### config.mk
export PLATFORM = sky130hd
export DESIGN_NAME = http_request_parser_unit
export DESIGN_NICKNAME = d
export VERILOG_FILES = /design/src/sv/hrp_pkg.sv /design/src/sv/hrp_char_class.sv /design/src/sv/hrp_engine.sv /design/src/sv/http_request_parser_unit.sv
export SDC_FILE = /design/constraint.sdc
export NUM_CORES = 1
export LEC_CHECK = 0
export BUFFER_PORTS_ARGS = -buffer_cell sky130_fd_sc_hd__buf_2
export CORE_MARGIN = 2
export CORE_UTILIZATION = 57
export CTS_CLUSTER_SIZE = 12
export DETAILED_ROUTE_END_ITERATION = 8
export PLACE_DENSITY = 0.78
export SLEW_MARGIN = 20
export SYNTH_ARGS = -nofsm -noshare
export SYNTH_HDL_FRONTEND = slang
export SYNTH_SLANG_ARGS = --single-unit
### constraint.sdc
create_clock -name clk -period 4.2 [get_ports clk]
set_clock_uncertainty 0.15 [all_clocks]
set_input_delay 0.42 -clock clk [delete_from_list [all_inputs] [get_ports clk]]
set_output_delay 0.42 -clock clk [all_outputs]
set_load 0.02 [all_outputs]
### src/sv/hrp_pkg.sv
// ----------------------------------------------------------------------------
// HTTP request parser package
// Shared constants, codes, character class type and name table for the
// HTTP request parser.
// ----------------------------------------------------------------------------
package hrp_pkg;

  localparam int LENGTH_BITS_DEFAULT = 32;
  localparam int VER_W               = 10;
  localparam int BODY_LEN_W          = 32;
  localparam int NAME_LEN            = 14;
  localparam int NAME_POS_W          = 4;
  localparam logic [VER_W-1:0] VER_MAX = 10'd999;

  localparam logic [7:0] CHAR_CR    = 8'h0d;
  localparam logic [7:0] CHAR_LF    = 8'h0a;
  localparam logic [7:0] CHAR_TAB   = 8'h09;
  localparam logic [7:0] CHAR_SPACE = 8'h20;
  localparam logic [7:0] CHAR_COLON = 8'h3a;
  localparam logic [7:0] CHAR_DOT   = 8'h2e;
  localparam logic [7:0] CHAR_SLASH = 8'h2f;
  localparam logic [7:0] CHAR_H     = 8'h48;
  localparam logic [7:0] CHAR_T     = 8'h54;
  localparam logic [7:0] CHAR_P     = 8'h50;

  typedef enum logic [1:0] {
    STATUS_PENDING  = 2'd0,
    STATUS_COMPLETE = 2'd1,
    STATUS_BAD      = 2'd2
  } status_t;

  typedef enum logic [2:0] {
    ROLE_NONE         = 3'd0,
    ROLE_METHOD       = 3'd1,
    ROLE_URI          = 3'd2,
    ROLE_HEADER_NAME  = 3'd3,
    ROLE_HEADER_VALUE = 3'd4,
    ROLE_BODY         = 3'd5
  } role_t;

  typedef struct packed {
    logic token;
    logic ctl;
    logic digit;
    logic space_tab;
  } char_class_t;

  typedef struct packed {
    status_t          status;
    role_t            role;
    logic [7:0]       data;
    logic             header_begin;
    logic [VER_W-1:0] major;
    logic [VER_W-1:0] minor;
  } result_t;

  function automatic logic [7:0] name_char(input logic [NAME_POS_W-1:0] pos);
    logic [7:0] ch;
    case (pos)
      4'd0:    ch = 8'h43;
      4'd1:    ch = 8'h6f;
      4'd2:    ch = 8'h6e;
      4'd3:    ch = 8'h74;
      4'd4:    ch = 8'h65;
      4'd5:    ch = 8'h6e;
      4'd6:    ch = 8'h74;
      4'd7:    ch = 8'h2d;
      4'd8:    ch = 8'h4c;
      4'd9:    ch = 8'h65;
      4'd10:   ch = 8'h6e;
      4'd11:   ch = 8'h67;
      4'd12:   ch = 8'h74;
      4'd13:   ch = 8'h68;
      default: ch = 8'h00;
    endcase
    return ch;
  endfunction

endpackage

### src/sv/hrp_char_class.sv
// ----------------------------------------------------------------------------
// HTTP request parser character classifier
// Sorts one byte into token, control, digit and linear whitespace classes.
// ----------------------------------------------------------------------------
module hrp_char_class
  import hrp_pkg::*;
(
  input  logic [7:0]  data,
  output char_class_t cls
);

  logic separator;

  always_comb begin
    separator = data inside {8'h28, 8'h29, 8'h3c, 8'h3e, 8'h40, 8'h2c, 8'h3b,
                             8'h3a, 8'h5c, 8'h22, 8'h2f, 8'h5b, 8'h5d, 8'h3f,
                             8'h3d, 8'h7b, 8'h7d, 8'h20, 8'h09};
    cls.ctl       = (data <= 8'd31) || (data == 8'd127);
    cls.digit     = data inside {[8'h30:8'h39]};
    cls.space_tab = (data == CHAR_SPACE) || (data == CHAR_TAB);
    cls.token     = (data <= 8'd127) && !cls.ctl && !separator;
  end

endmodule

### src/sv/hrp_engine.sv
// ----------------------------------------------------------------------------
// HTTP request parser engine
// Holds the parse state and counters and works out the result for one byte.
// ----------------------------------------------------------------------------
module hrp_engine
  import hrp_pkg::*;
#(
  parameter int LENGTH_BITS = LENGTH_BITS_DEFAULT
) (
  input  logic                   clk,
  input  logic                   rst,
  input  logic                   advance,
  input  logic [7:0]             data,
  output result_t                result,
  output logic [LENGTH_BITS-1:0] length_out
);

  localparam int ACC_W = LENGTH_BITS + 4;
  localparam logic [LENGTH_BITS-1:0] LEN_MAX = '1;

  typedef enum logic [4:0] {
    S_METHOD_START, S_METHOD, S_URI, S_H, S_T1, S_T2, S_P, S_SLASH,
    S_MAJ_START, S_MAJ, S_MIN_START, S_MIN, S_NL1, S_LINE_START,
    S_LWS, S_NAME, S_SPACE, S_VALUE, S_NL2, S_NL3, S_BODY
  } state_t;

  state_t                  state, state_next;
  logic [VER_W-1:0]        major_count, major_upd, major_count_next;
  logic [VER_W-1:0]        minor_count, minor_upd, minor_count_next;
  logic                    any_header_seen, any_header_seen_next;
  logic [NAME_POS_W-1:0]   name_match_pos, name_match_pos_next;
  logic                    name_still_matches, name_still_matches_next;
  logic                    current_is_length, current_is_length_next;
  logic                    has_body, has_body_next;
  logic [LENGTH_BITS-1:0]  length_value, length_upd, length_value_next;
  logic                    digits_ended, digits_ended_next;
  logic [LENGTH_BITS-1:0]  body_count, body_count_next;

  char_class_t             cls;
  logic [ACC_W-1:0]        len_acc;
  logic [LENGTH_BITS-1:0]  len_digit;
  logic [LENGTH_BITS-1:0]  length_byte;
  logic                    digits_ended_byte;
  logic                    name_full_match;
  status_t                 status;
  role_t                   role;
  logic                    hbeg;

  hrp_char_class u_char_class (
    .data (data),
    .cls  (cls)
  );

  function automatic logic [VER_W-1:0] ver_acc(input logic [VER_W-1:0] v,
                                               input logic [7:0] c);
    logic [13:0] n;
    n = 14'({v, 3'b000}) + 14'({v, 1'b0}) + 14'(c[3:0]);
    return (n > 14'(VER_MAX)) ? VER_MAX : n[VER_W-1:0];
  endfunction

  // Decimal accumulation of the length value, saturating at all ones.
  always_comb begin
    len_acc   = ACC_W'({length_value, 3'b000}) + ACC_W'({length_value, 1'b0}) +
                ACC_W'(data[3:0]);
    len_digit = (len_acc[ACC_W-1:LENGTH_BITS] != '0) ? LEN_MAX
                                                      : len_acc[LENGTH_BITS-1:0];
    length_byte       = length_value;
    digits_ended_byte = digits_ended;
    if (current_is_length && !digits_ended) begin
      if (cls.digit) begin
        length_byte = len_digit;
      end else begin
        digits_ended_byte = 1'b1;
      end
    end
  end

  assign name_full_match = name_still_matches &&
                           (name_match_pos == NAME_POS_W'(NAME_LEN));

  always_comb begin
    state_next              = state;
    major_upd               = major_count;
    minor_upd               = minor_count;
    any_header_seen_next    = any_header_seen;
    name_match_pos_next     = name_match_pos;
    name_still_matches_next = name_still_matches;
    current_is_length_next  = current_is_length;
    has_body_next           = has_body;
    length_upd              = length_value;
    digits_ended_next       = digits_ended;
    body_count_next         = body_count;
    status                  = STATUS_PENDING;
    role                    = ROLE_NONE;
    hbeg                    = 1'b0;

    case (state)
      S_BODY: begin
        role = ROLE_BODY;
        if (body_count < LEN_MAX) begin
          body_count_next = body_count + LENGTH_BITS'(1);
        end
        if (body_count_next == length_value) begin
          status = STATUS_COMPLETE;
        end
      end
      S_METHOD_START: begin
        if (!cls.token) begin
          status = STATUS_BAD;
        end else begin
          role       = ROLE_METHOD;
          state_next = S_METHOD;
        end
      end
      S_METHOD: begin
        if (data == CHAR_SPACE) begin
          state_next = S_URI;
        end else if (!cls.token) begin
          status = STATUS_BAD;
        end else begin
          role = ROLE_METHOD;
        end
      end
      S_URI: begin
        if (data == CHAR_SPACE) begin
          state_next = S_H;
        end else if (cls.ctl) begin
          status = STATUS_BAD;
        end else begin
          role = ROLE_URI;
        end
      end
      S_H: begin
        if (data == CHAR_H) state_next = S_T1;
        else status = STATUS_BAD;
      end
      S_T1: begin
        if (data == CHAR_T) state_next = S_T2;
        else status = STATUS_BAD;
      end
      S_T2: begin
        if (data == CHAR_T) state_next = S_P;
        else status = STATUS_BAD;
      end
      S_P: begin
        if (data == CHAR_P) state_next = S_SLASH;
        else status = STATUS_BAD;
      end
      S_SLASH: begin
        if (data == CHAR_SLASH) begin
          major_upd  = '0;
          minor_upd  = '0;
          state_next = S_MAJ_START;
        end else begin
          status = STATUS_BAD;
        end
      end
      S_MAJ_START: begin
        if (cls.digit) begin
          major_upd  = ver_acc(major_count, data);
          state_next = S_MAJ;
        end else begin
          status = STATUS_BAD;
        end
      end
      S_MAJ: begin
        if (data == CHAR_DOT) begin
          state_next = S_MIN_START;
        end else if (cls.digit) begin
          major_upd = ver_acc(major_count, data);
        end else begin
          status = STATUS_BAD;
        end
      end
      S_MIN_START: begin
        if (cls.digit) begin
          minor_upd  = ver_acc(minor_count, data);
          state_next = S_MIN;
        end else begin
          status = STATUS_BAD;
        end
      end
      S_MIN: begin
        if (data == CHAR_CR) begin
          state_next = S_NL1;
        end else if (cls.digit) begin
          minor_upd = ver_acc(minor_count, data);
        end else begin
          status = STATUS_BAD;
        end
      end
      S_NL1: begin
        if (data == CHAR_LF) state_next = S_LINE_START;
        else status = STATUS_BAD;
      end
      S_LINE_START: begin
        if (data == CHAR_CR) begin
          state_next = S_NL3;
        end else if (any_header_seen && cls.space_tab) begin
          state_next = S_LWS;
        end else if (!cls.token) begin
          status = STATUS_BAD;
        end else begin
          role                    = ROLE_HEADER_NAME;
          hbeg                    = 1'b1;
          any_header_seen_next    = 1'b1;
          current_is_length_next  = 1'b0;
          name_still_matches_next = (data == name_char('0));
          name_match_pos_next     = (data == name_char('0)) ? NAME_POS_W'(1) : '0;
          state_next              = S_NAME;
        end
      end
      S_LWS: begin
        if (data == CHAR_CR) begin
          state_next = S_NL2;
        end else if (cls.space_tab) begin
          state_next = S_LWS;
        end else if (cls.ctl) begin
          status = STATUS_BAD;
        end else begin
          role              = ROLE_HEADER_VALUE;
          length_upd        = length_byte;
          digits_ended_next = digits_ended_byte;
          state_next        = S_VALUE;
        end
      end
      S_NAME: begin
        if (data == CHAR_COLON) begin
          state_next = S_SPACE;
          if (name_full_match) begin
            has_body_next          = 1'b1;
            current_is_length_next = 1'b1;
            length_upd             = '0;
            digits_ended_next      = 1'b0;
          end
        end else if (!cls.token) begin
          status = STATUS_BAD;
        end else begin
          role = ROLE_HEADER_NAME;
          if (name_still_matches && (name_match_pos < NAME_POS_W'(NAME_LEN)) &&
              (data == name_char(name_match_pos))) begin
            name_match_pos_next = name_match_pos + NAME_POS_W'(1);
          end else begin
            name_still_matches_next = 1'b0;
          end
        end
      end
      S_SPACE: begin
        if (data == CHAR_SPACE) state_next = S_VALUE;
        else status = STATUS_BAD;
      end
      S_VALUE: begin
        if (data == CHAR_CR) begin
          state_next = S_NL2;
        end else if (cls.ctl) begin
          status = STATUS_BAD;
        end else begin
          role              = ROLE_HEADER_VALUE;
          length_upd        = length_byte;
          digits_ended_next = digits_ended_byte;
        end
      end
      S_NL2: begin
        if (data == CHAR_LF) state_next = S_LINE_START;
        else status = STATUS_BAD;
      end
      S_NL3: begin
        if (data != CHAR_LF) begin
          status = STATUS_BAD;
        end else if (has_body && (length_value != '0)) begin
          state_next = S_BODY;
        end else begin
          status = STATUS_COMPLETE;
        end
      end
      default: begin
        status = STATUS_BAD;
      end
    endcase

    major_count_next  = major_upd;
    minor_count_next  = minor_upd;
    length_value_next = length_upd;

    // A finished request, good or bad, puts the whole parser back to reset.
    if (status != STATUS_PENDING) begin
      state_next              = S_METHOD_START;
      major_count_next        = '0;
      minor_count_next        = '0;
      any_header_seen_next    = 1'b0;
      name_match_pos_next     = '0;
      name_still_matches_next = 1'b1;
      current_is_length_next  = 1'b0;
      has_body_next           = 1'b0;
      length_value_next       = '0;
      digits_ended_next       = 1'b0;
      body_count_next         = '0;
    end
  end

  always_comb begin
    result.status       = status;
    result.role         = role;
    result.data         = (role != ROLE_NONE) ? data : 8'h00;
    result.header_begin = hbeg;
    result.major        = major_upd;
    result.minor        = minor_upd;
    length_out          = length_upd;
  end

  always_ff @(posedge clk) begin
    if (rst) begin
      state              <= S_METHOD_START;
      major_count        <= '0;
      minor_count        <= '0;
      any_header_seen    <= 1'b0;
      name_match_pos     <= '0;
      name_still_matches <= 1'b1;
      current_is_length  <= 1'b0;
      has_body           <= 1'b0;
      length_value       <= '0;
      digits_ended       <= 1'b0;
      body_count         <= '0;
    end else if (advance) begin
      state              <= state_next;
      major_count        <= major_count_next;
      minor_count        <= minor_count_next;
      any_header_seen    <= any_header_seen_next;
      name_match_pos     <= name_match_pos_next;
      name_still_matches <= name_still_matches_next;
      current_is_length  <= current_is_length_next;
      has_body           <= has_body_next;
      length_value       <= length_value_next;
      digits_ended       <= digits_ended_next;
      body_count         <= body_count_next;
    end
  end

endmodule

### src/sv/http_request_parser_unit.sv
// ----------------------------------------------------------------------------
// HTTP request parser unit
// Byte-serial HTTP/1.1 request header parser with body length tracking.
// ----------------------------------------------------------------------------
// The input channel carries one raw request byte per transaction on
// data_byte, qualified by in_valid and held off by in_stall. The output
// channel gives exactly one result per input byte: its status, role, the byte
// itself, a header start mark, the version numbers and the Content-Length
// value, qualified by out_valid and held off by out_stall.
// Each byte passes through an input register and an output register: its
// result is worked out from the input register and held in the output
// register. One byte per cycle is sustained while out_stall is low; the state
// update for a byte is a single pass of logic between those two registers.
// While the output register holds a result that is stalled, the input
// register still takes one more byte; in_stall rises only when both are full.
// Reset empties both registers and puts the parser at the start of a method
// token. After a complete or malformed request the parser returns there by
// itself, so the next byte begins a new request.
// ----------------------------------------------------------------------------
module http_request_parser_unit
  import hrp_pkg::*;
#(
  parameter int LENGTH_BITS = LENGTH_BITS_DEFAULT
) (
  input  logic                  clk,
  input  logic                  rst,
  input  logic                  in_valid,
  output logic                  in_stall,
  input  logic [7:0]            data_byte,
  output logic                  out_valid,
  input  logic                  out_stall,
  output logic [1:0]            parse_status,
  output logic [2:0]            byte_role,
  output logic [7:0]            byte_out,
  output logic                  header_begin,
  output logic [VER_W-1:0]      version_major,
  output logic [VER_W-1:0]      version_minor,
  output logic [BODY_LEN_W-1:0] body_length
);

  logic                   in_full;
  logic [7:0]             in_byte;
  logic                   advance;
  result_t                result;
  logic [LENGTH_BITS-1:0] length_now;
  result_t                out_result;
  logic [BODY_LEN_W-1:0]  out_length;

  assign advance  = in_full && (!out_valid || !out_stall);
  assign in_stall = in_full && !advance;

  hrp_engine #(
    .LENGTH_BITS (LENGTH_BITS)
  ) u_engine (
    .clk        (clk),
    .rst        (rst),
    .advance    (advance),
    .data       (in_byte),
    .result     (result),
    .length_out (length_now)
  );

  always_ff @(posedge clk) begin
    if (rst) begin
      in_full   <= 1'b0;
      out_valid <= 1'b0;
    end else begin
      if (in_valid && !in_stall) begin
        in_full <= 1'b1;
      end else if (advance) begin
        in_full <= 1'b0;
      end
      if (advance) begin
        out_valid <= 1'b1;
      end else if (!out_stall) begin
        out_valid <= 1'b0;
      end
    end
  end

  always_ff @(posedge clk) begin
    if (in_valid && !in_stall) begin
      in_byte <= data_byte;
    end
    if (advance) begin
      out_result <= result;
      out_length <= BODY_LEN_W'(length_now);
    end
  end

  assign parse_status  = out_result.status;
  assign byte_role     = out_result.role;
  assign byte_out      = out_result.data;
  assign header_begin  = out_result.header_begin;
  assign version_major = out_result.major;
  assign version_minor = out_result.minor;
  assign body_length   = out_length;

endmodule
==> flow_metrics.env, run 1 <==
export IMPL_status="complete, no violations"
export IMPL_grt_util_all_layers=0.338
export IMPL_avgSynthCellArea_um2=8.44
export IMPL_cts_root_buf="clkbuf_16"
export IMPL_path_delay_family="simple AND/OR/NAND/NOR gates"
export IMPL_die_x_um=158
export IMPL_final_layout_size_suffix_gt1_frac=0.208
export IMPL_die_area_mm2=0.0250
export IMPL_htreeDepth=4
export IMPL_dp_hpwl_um=31600
export IMPL_fmax_mhz=239
export IMPL_synth_top_family_by_area="compound AO/OA/AOI/OAI gates"
export IMPL_coreArea_mm2=0.0234
export IMPL_synth_warnings=0
export IMPL_synth_edff_count=74
export IMPL_r2r_start="u_engine.body_count[14]$_SDFFE_PP0P_"
export IMPL_clockBufferDepth=2
export IMPL_vias_per_cell=6.50
export IMPL_syn_area_mm2=0.0136
export IMPL_grt_pass1_vias=13131
export IMPL_grt_start_max_net_pins=54
export IMPL_final_nets=1917
export IMPL_multi_input_area_mm2=0.00880
export IMPL_max_slew_margin=0.300
export IMPL_synth_top_area_share=0.164
export IMPL_cp_max_fo=7
export IMPL_first_iter_violations=1475
export IMPL_first_pass_iters=5
export IMPL_hold_path_class="in -> reg"
export IMPL_overflow=0
export IMPL_synthAdderAreaFrac=0.111
export IMPL_async_flop_share=0
export IMPL_net_switching_power_mw=1.10
export IMPL_hold_path_depth=2
export IMPL_drc_errors=0
export IMPL_syn_to_final_growth_pct=20.3
export IMPL_startpoint_type="flip-flop"
export IMPL_antenna_left=0
export IMPL_end_kind="flip-flop"
export IMPL_cpPeakStageDelay_ns=0.60
export IMPL_rsz0062_at_grt="yes"
export IMPL_max_cap_violations=0
export IMPL_num_rows=56
export IMPL_grt_pass1_wl_um=66600
export IMPL_power_mw=3.88
export IMPL_min_to="in_full$_SDFFE_PP0P_"
export IMPL_wl_per_cell_um=20.2
export IMPL_placed_area_mm2=0.0152
export IMPL_synth_fp_nets=1734
export IMPL_fin_crit_sh=0.995
export IMPL_whs_ns=0.0429
export IMPL_p_per_area_mw_per_mm2=238
export IMPL_period_minus_slack_ns=4.18
export IMPL_critPathRequiredTime_ns=4.38
export IMPL_power_share_clock=0.443
export IMPL_irDropWorstVdd_uv=215
export IMPL_hold_viol_final=0
export IMPL_critPathArrivalTime_ns=4.36
export IMPL_setup_viol=0
export IMPL_synth_seq_cells=181
export IMPL_muxShareOfSynthArea=0.00452
export IMPL_pin_count=80
export IMPL_clock_sinks=181
export IMPL_ys_top_cells_by_area="edfxtp_1 16%, dfxtp_1 16%, ha_1 10%"
export IMPL_yosysMostFrequentCell="nand2_1"
export IMPL_synthTopCellsByCount="178 x nand2_1, 128 x nor2_1, 118 x o21ai_0, 110 x ha_1, 107 x dfxtp_1"
export IMPL_synth_cell_types=102
export IMPL_p_leak_nw=6.68
export IMPL_initial_utilization=0.579
export IMPL_ys_seq_area_frac=0.322
export IMPL_antenna_cells=0
export IMPL_finalMaxSlewViolations=0
export IMPL_final_area_mm2=0.0163
export IMPL_synthSimpleGateAreaFrac=0.224
export IMPL_seqCellArea_mm2=0.00437
export IMPL_worstSkewPairLatency_ns=0.45
export IMPL_reg2reg_depth=16
export IMPL_place_congestion=1.03
export IMPL_regToRegSetupSlack_ns=0.02
export IMPL_swShare=0.282
export IMPL_cts_tree="done"
export IMPL_seq_power_share=0.484
export IMPL_tightest_slew_ns=1.05
export IMPL_antenna_found_initial=0
export IMPL_yosys_area_top_type="edfxtp_1"
export IMPL_cts_clk_slew_worst_paths_ns=0.08
export IMPL_ys_flop_type="dfxtp_1"
export IMPL_vias=13781
export IMPL_port_buffers=79
export IMPL_drt_total_wl_um=42800
export IMPL_min_from="in_valid"
export IMPL_comb_power_share=0.073
export IMPL_synth_xor_area_frac=0.0485
export IMPL_path_buf_inv=2
export IMPL_synth_compound_area_frac=0.244
export IMPL_cts_buffers=17
export IMPL_syn_inst=1606
export IMPL_crit_type="reg -> reg"
export IMPL_cp_cell_sequence="nand4_1 -> or4_4 -> buf_12 -> or4b_4 -> a311oi_2 -> nand4b_1 -> nor4_4 -> o2111ai_4 -> a31oi_4 -> o32a_2 -> nor2_1 -> ha_1 -> inv_2 -> o311ai_0 -> nor4bb_2 -> a211oi_2"
export IMPL_p_int_mw=2.78
export IMPL_die_h_um=158
export IMPL_slowest_stage="or4_4"
export IMPL_fillers=1888
registers in the layout, summed over array words and instances (netlist names), 2 cells and up, named ones only:
signal                   cells
version_minor               10
u_engine.body_count         32
version_major               10
body_length                 32
parse_status                 2
u_engine.major_count        10
u_engine.length_value       32
u_engine.name_match_pos      4
byte_role                    3
in_byte                      8
u_engine.state               5
byte_out                     8
u_engine.minor_count        10
power groups by stage:
stage,Clock [mW],Sequential [mW],Combinational (mW)
6_report,1.72,1.88,0.284
5_1_grt,1.79,1.88,0.301
3_3_place_gp,0,1.92,0.262
4_1_cts,1.72,1.88,0.274
2_1_floorplan,0,1.96,0.125
3_5_place_dp,0,1.92,0.266
through the flow:
| stage | setup WS [ns] | setup TNS (ns) | utilization | std cells |
|---|---|---|---|---|
| 2_1_floorplan | 0.00606 | 0 | - | 1606 |
| 3_3_place_gp | 0.00556 | 0 | 0.651 | 2067 |
| 3_5_place_dp | -0.0943 | -0.608 | 0.651 | 2067 |
| 4_1_cts | -0.0171 | -0.0171 | 0.683 | 2110 |
| 5_1_grt | -0.123 | -0.202 | 0.697 | 2121 |
| 6_report | 0.0199 | 0 | 0.697 | 2121 |
placed cells by master (no fill, tap or decap), drive strengths merged, types with 9 or more instances in the layout:
master | netlist | final
a311oi | 33 | 33
o211ai | 14 | 14
a21oi | 86 | 86
a41oi | 11 | 11
o2111ai | 9 | 9
nand2b | 18 | 18
o21ai | 152 | 152
edfxtp | 74 | 74
a21o | 35 | 35
a21boi | 9 | 9
and3 | 12 | 12
xnor2 | 50 | 50
inv | 49 | 56
xor2 | 25 | 25
or3 | 16 | 16
nor3 | 39 | 39
a31oi | 24 | 24
nand3 | 33 | 33
and4 | 13 | 13
nor4 | 27 | 27
nor2b | 22 | 22
nand2 | 179 | 179
nor2 | 129 | 129
ha | 110 | 110
nand4 | 32 | 32
nor3b | 9 | 9
or2 | 9 | 9
a22o | 13 | 13
and2 | 13 | 13
dfxtp | 107 | 107
o31ai | 14 | 14
buf | 26 | 252
clkbuf | 72 | 19
logic make-up after synthesis:
group                      Yosys count
and+or+nand+nor                    589
AOI/OAI and AO/OA                  491
DFF                                181
buffers and inverters              147
adders and majority gates          117
xor gates and xnor gates            75
muxes                                6
repair_timing:
action	in CTS	in global routing
pin swaps	4	9
buffers inserted	3	9
cloned	0	2
endpoints found under the hold margin	8	0
hold buffers	8	0
setup endpoints to repair	24	136
resized for setup	5	54
cell type report:
type                       instances  area share
clock buffer                      17      0.0261
clock inverter                    15      0.0127
inverter                          49      0.0114
multi-input combinational       1278       0.539
sequential                       181       0.268
tap                              319      0.0245
timing repair buffer             262       0.118
worst max-delay path by stage:
stage,start,to,slack [ns],depth (start not counted)
2_1_floorplan,u_engine.body_count[0]$_SDFFE_PP0P_,flip-flop,0.006,18
3_3_place_gp,in_byte[3]$_DFFE_PP_,body_length[8]$_DFFE_PP_,0.006,15
3_5_place_dp,in_byte[3]$_DFFE_PP_,body_length[8]$_DFFE_PP_,-0.09,15
4_1_cts,u_engine.body_count[0]$_SDFFE_PP0P_,flip-flop,-0.02,17
5_1_grt,u_engine.body_count[0]$_SDFFE_PP0P_,flip-flop,-0.12,17
6_report,u_engine.body_count[14]$_SDFFE_PP0P_,flip-flop,0.02,16
routing by layer:
metal / GRT usage / up-vias / wire, µm
met5: 0 / - / 0
met4: 0.147 / 0 / 1680
met3: 0.0498 / 138 / 3460
met2: 0.568 / 685 / 20300
met1: 0.434 / 6553 / 17400
li1: - / 6405 / -
Note: power is estimated with default switching activity, not from simulation.
==> inputs of run 2 (changes only) <==
--- a/config.mk
+++ b/config.mk
@@ -9,6 +9,6 @@
 export CORE_MARGIN = 2
-export CORE_UTILIZATION = 57
+export CORE_UTILIZATION = 54
 export CTS_CLUSTER_SIZE = 12
 export DETAILED_ROUTE_END_ITERATION = 8
-export PLACE_DENSITY = 0.78
+export PLACE_DENSITY = 0.75
 export SLEW_MARGIN = 20
==> constraint.sdc (replaced) <==
create_clock -name clk -period 4.2 [get_ports clk]
set_clock_uncertainty 0.15 [all_clocks]
set_input_delay 0 -clock clk [delete_from_list [all_inputs] [get_ports clk]]
set_output_delay 0 -clock clk [all_outputs]
set_load 0.02 [all_outputs]
==> flow_metrics.env, run 2 (synthesis gave the netlist of run 1 again) <==
export IMPL_tightest_slew_ns=0.745
export IMPL_r2r_start="u_engine.body_count[4]$_SDFFE_PP0P_"
export IMPL_die_area_mm2=0.0264
export IMPL_place_congestion=0.997
export IMPL_first_iter_violations=1328
export IMPL_final_layout_size_suffix_gt1_frac=0.217
export IMPL_mostFrequentLayoutCell="nand2_1"
export IMPL_wl_per_cell_um=20.3
export IMPL_min_to="in_byte[7]$_DFFE_PP_"
export IMPL_setup_viol=1
export IMPL_final_cell_mix="177 x nand2_1, 170 x buf_4, 115 x nor2_1"
export IMPL_grt_pass1_wl_um=68700
export IMPL_fin_ws_ns=-0.000722
export IMPL_swShare=0.286
export IMPL_p_leak_nw=6.77
export IMPL_die_h_um=162
export IMPL_path_delay_family="compound AO/OA/AOI/OAI gates"
export IMPL_syn_to_final_growth_pct=21.6
export IMPL_path_buf_inv=3
export IMPL_grt_util_all_layers=0.326
export IMPL_initial_utilization=0.554
export IMPL_pin_count=80
export IMPL_clockBufferDepth=2
export IMPL_power_mw=3.93
export IMPL_critPathArrivalTime_ns=4.35
export IMPL_coreArea_mm2=0.0245
export IMPL_slowest_stage="a211oi_1"
export IMPL_antenna_found_initial=0
export IMPL_clock_sinks=181
export IMPL_violations="setup timing"
export IMPL_worstSkewPairLatency_ns=0.45
export IMPL_drc_errors=0
export IMPL_cp_cell_sequence="buf_4 -> nand3_1 -> o311a_1 -> nor4_1 -> o2111ai_1 -> nor4_2 -> and4bb_2 -> o2111ai_4 -> buf_6 -> buf_12 -> nand2_4 -> nor3_4 -> a211oi_1 -> o31ai_1"
export IMPL_tns_ns=-0.000722
export IMPL_drt_total_wl_um=43400
export IMPL_min_from="data_byte[7]"
export IMPL_grt_start_max_net_pins=51
export IMPL_vias_per_cell=6.38
export IMPL_port_buffers=79
export IMPL_fmax_mhz=238
export IMPL_overflow=0
export IMPL_num_rows=57
export IMPL_cp_max_fo=11
export IMPL_cts_clk_slew_worst_paths_ns=0.08
export IMPL_p_per_area_mw_per_mm2=238
export IMPL_end_kind="flip-flop"
export IMPL_cpPeakStageDelay_ns=0.54
export IMPL_htreeDepth=4
export IMPL_hold_viol_final=0
export IMPL_antenna_left=0
export IMPL_hold_path_depth=2
export IMPL_rsz0062_at_grt="yes"
export IMPL_fin_crit_sh=1.00
export IMPL_vias=13662
export IMPL_cts_buffers=17
export IMPL_power_share_clock=0.448
export IMPL_whs_ns=0.120
export IMPL_regToRegSetupSlack_ns=-0.0007
export IMPL_cts_root_buf="clkbuf_16"
export IMPL_seq_power_share=0.478
export IMPL_comb_power_share=0.074
export IMPL_max_slew_margin=0.500
export IMPL_critPathRequiredTime_ns=4.35
export IMPL_status="complete, but fails checks"
export IMPL_grt_pass1_vias=13050
export IMPL_r2r_end="u_engine.body_count[1]$_SDFFE_PP0P_"
export IMPL_reg2reg_depth=14
export IMPL_p_int_mw=2.80
export IMPL_crit_type="reg -> reg"
export IMPL_irDropWorstVdd_uv=162
export IMPL_period_minus_slack_ns=4.20
export IMPL_startpoint_type="flip-flop"
export IMPL_hold_path_class="in -> reg"
export IMPL_die_x_um=162
export IMPL_cts_tree="done"
export IMPL_net_switching_power_mw=1.12
export IMPL_first_pass_iters=5
export IMPL_finalMaxSlewViolations=0
export IMPL_max_cap_violations=0
export IMPL_dp_hpwl_um=32300
export IMPL_post_place_ws_ns=-0.419
export IMPL_antenna_cells=0
export IMPL_final_nets=1931
run 2: changes by cell type in the layout (fill, tap and decap cells not counted), moves of 2 or more:
| cell | before | now |
|---|---|---|
| clkbuf_16 | 19 | 17 |
| nor2_2 | 8 | 14 |
| clkinv_4 | 2 | 0 |
| buf_4 | 162 | 170 |
| inv_12 | 4 | 6 |
| dfxtp_2 | 2 | 7 |
| nor2_1 | 120 | 115 |
| dfxtp_1 | 105 | 100 |
| dlygate4sd3_1 | 8 | 13 |
run 2: stage by stage:
step | util | area, µm² | instances
after floorplan | - | 13600 | 1606
after global placement | 0.626 | 15300 | 2083
after detailed placement | 0.626 | 15300 | 2083
after CTS | 0.662 | 16200 | 2130
after global routing | 0.674 | 16500 | 2140
final | 0.674 | 16500 | 2140
run 2: per-layer routing:
metal,up-vias,global-route usage,share of wire
met4,0,0.111,0.027
met2,578,0.557,0.48
met5,-,0,0
li1,6438,-,-
met3,101,0.0448,0.073
met1,6545,0.425,0.42
run 2: worst max-delay path by stage:
| stage | startpoint | endpoint | slack [ns] | cells past startpoint |
|---|---|---|---|---|
| 2_1_floorplan | u_engine.body_count[0]$_SDFFE_PP0P_ | flip-flop | 0.006 | 18 |
| 3_3_place_gp | in_byte[3]$_DFFE_PP_ | body_length[25]$_DFFE_PP_ | -0.40 | 14 |
| 3_5_place_dp | in_byte[3]$_DFFE_PP_ | body_length[23]$_DFFE_PP_ | -0.42 | 14 |
| 4_1_cts | in_byte[3]$_DFFE_PP_ | body_length[16]$_DFFE_PP_ | 0.0009 | 13 |
| 5_1_grt | u_engine.body_count[2]$_SDFFE_PP0P_ | u_engine.body_count[15]$_SDFFE_PP0P_ | -0.08 | 17 |
| 6_report | u_engine.body_count[4]$_SDFFE_PP0P_ | u_engine.body_count[1]$_SDFFE_PP0P_ | -0.0007 | 14 |
run 2: repair_timing:
item	CTS	global route
endpoints found under the setup margin	65	115
hold buffers	13	0
setup buffers	1	9
cloned	1	1
endpoints found under the hold margin	29	0
resized for setup	14	60
pin swaps	3	10
run 2: power by group through the flow:
stage                     clock network (mW)  registers [mW]  logic (mW)
after floorplan                            0            1.96       0.125
after global placement                     0            1.92       0.272
after detailed placement                   0            1.92       0.274
after CTS                               1.77            1.88       0.285
after global routing                    1.83            1.88       0.312
final                                   1.76            1.88       0.292
run 2: layout make-up:
class	count	area, µm²
Clock buffer	17	425
Multi-Input combinational cell	1279	8860
Timing Repair Buffer	275	2010
Fill cell	1986	7980
Inverter	49	185
Tap cell	324	405
Clock inverter	15	221
Sequential cell	181	4370
run 2: worst reg2reg max path, stage by stage, from the launching register on:
cell and delay (ns):
dfxtp_1 0.41, buf_4 0.18, nand3_1 0.25, o311a_1 0.47, nor4_1 0.41, o2111ai_1 0.20
nor4_2 0.24, and4bb_2 0.32, o2111ai_4 0.17, buf_6 0.19, buf_12 0.13, nand2_4 0.15
nor3_4 0.08, a211oi_1 0.54, o31ai_1 0.17
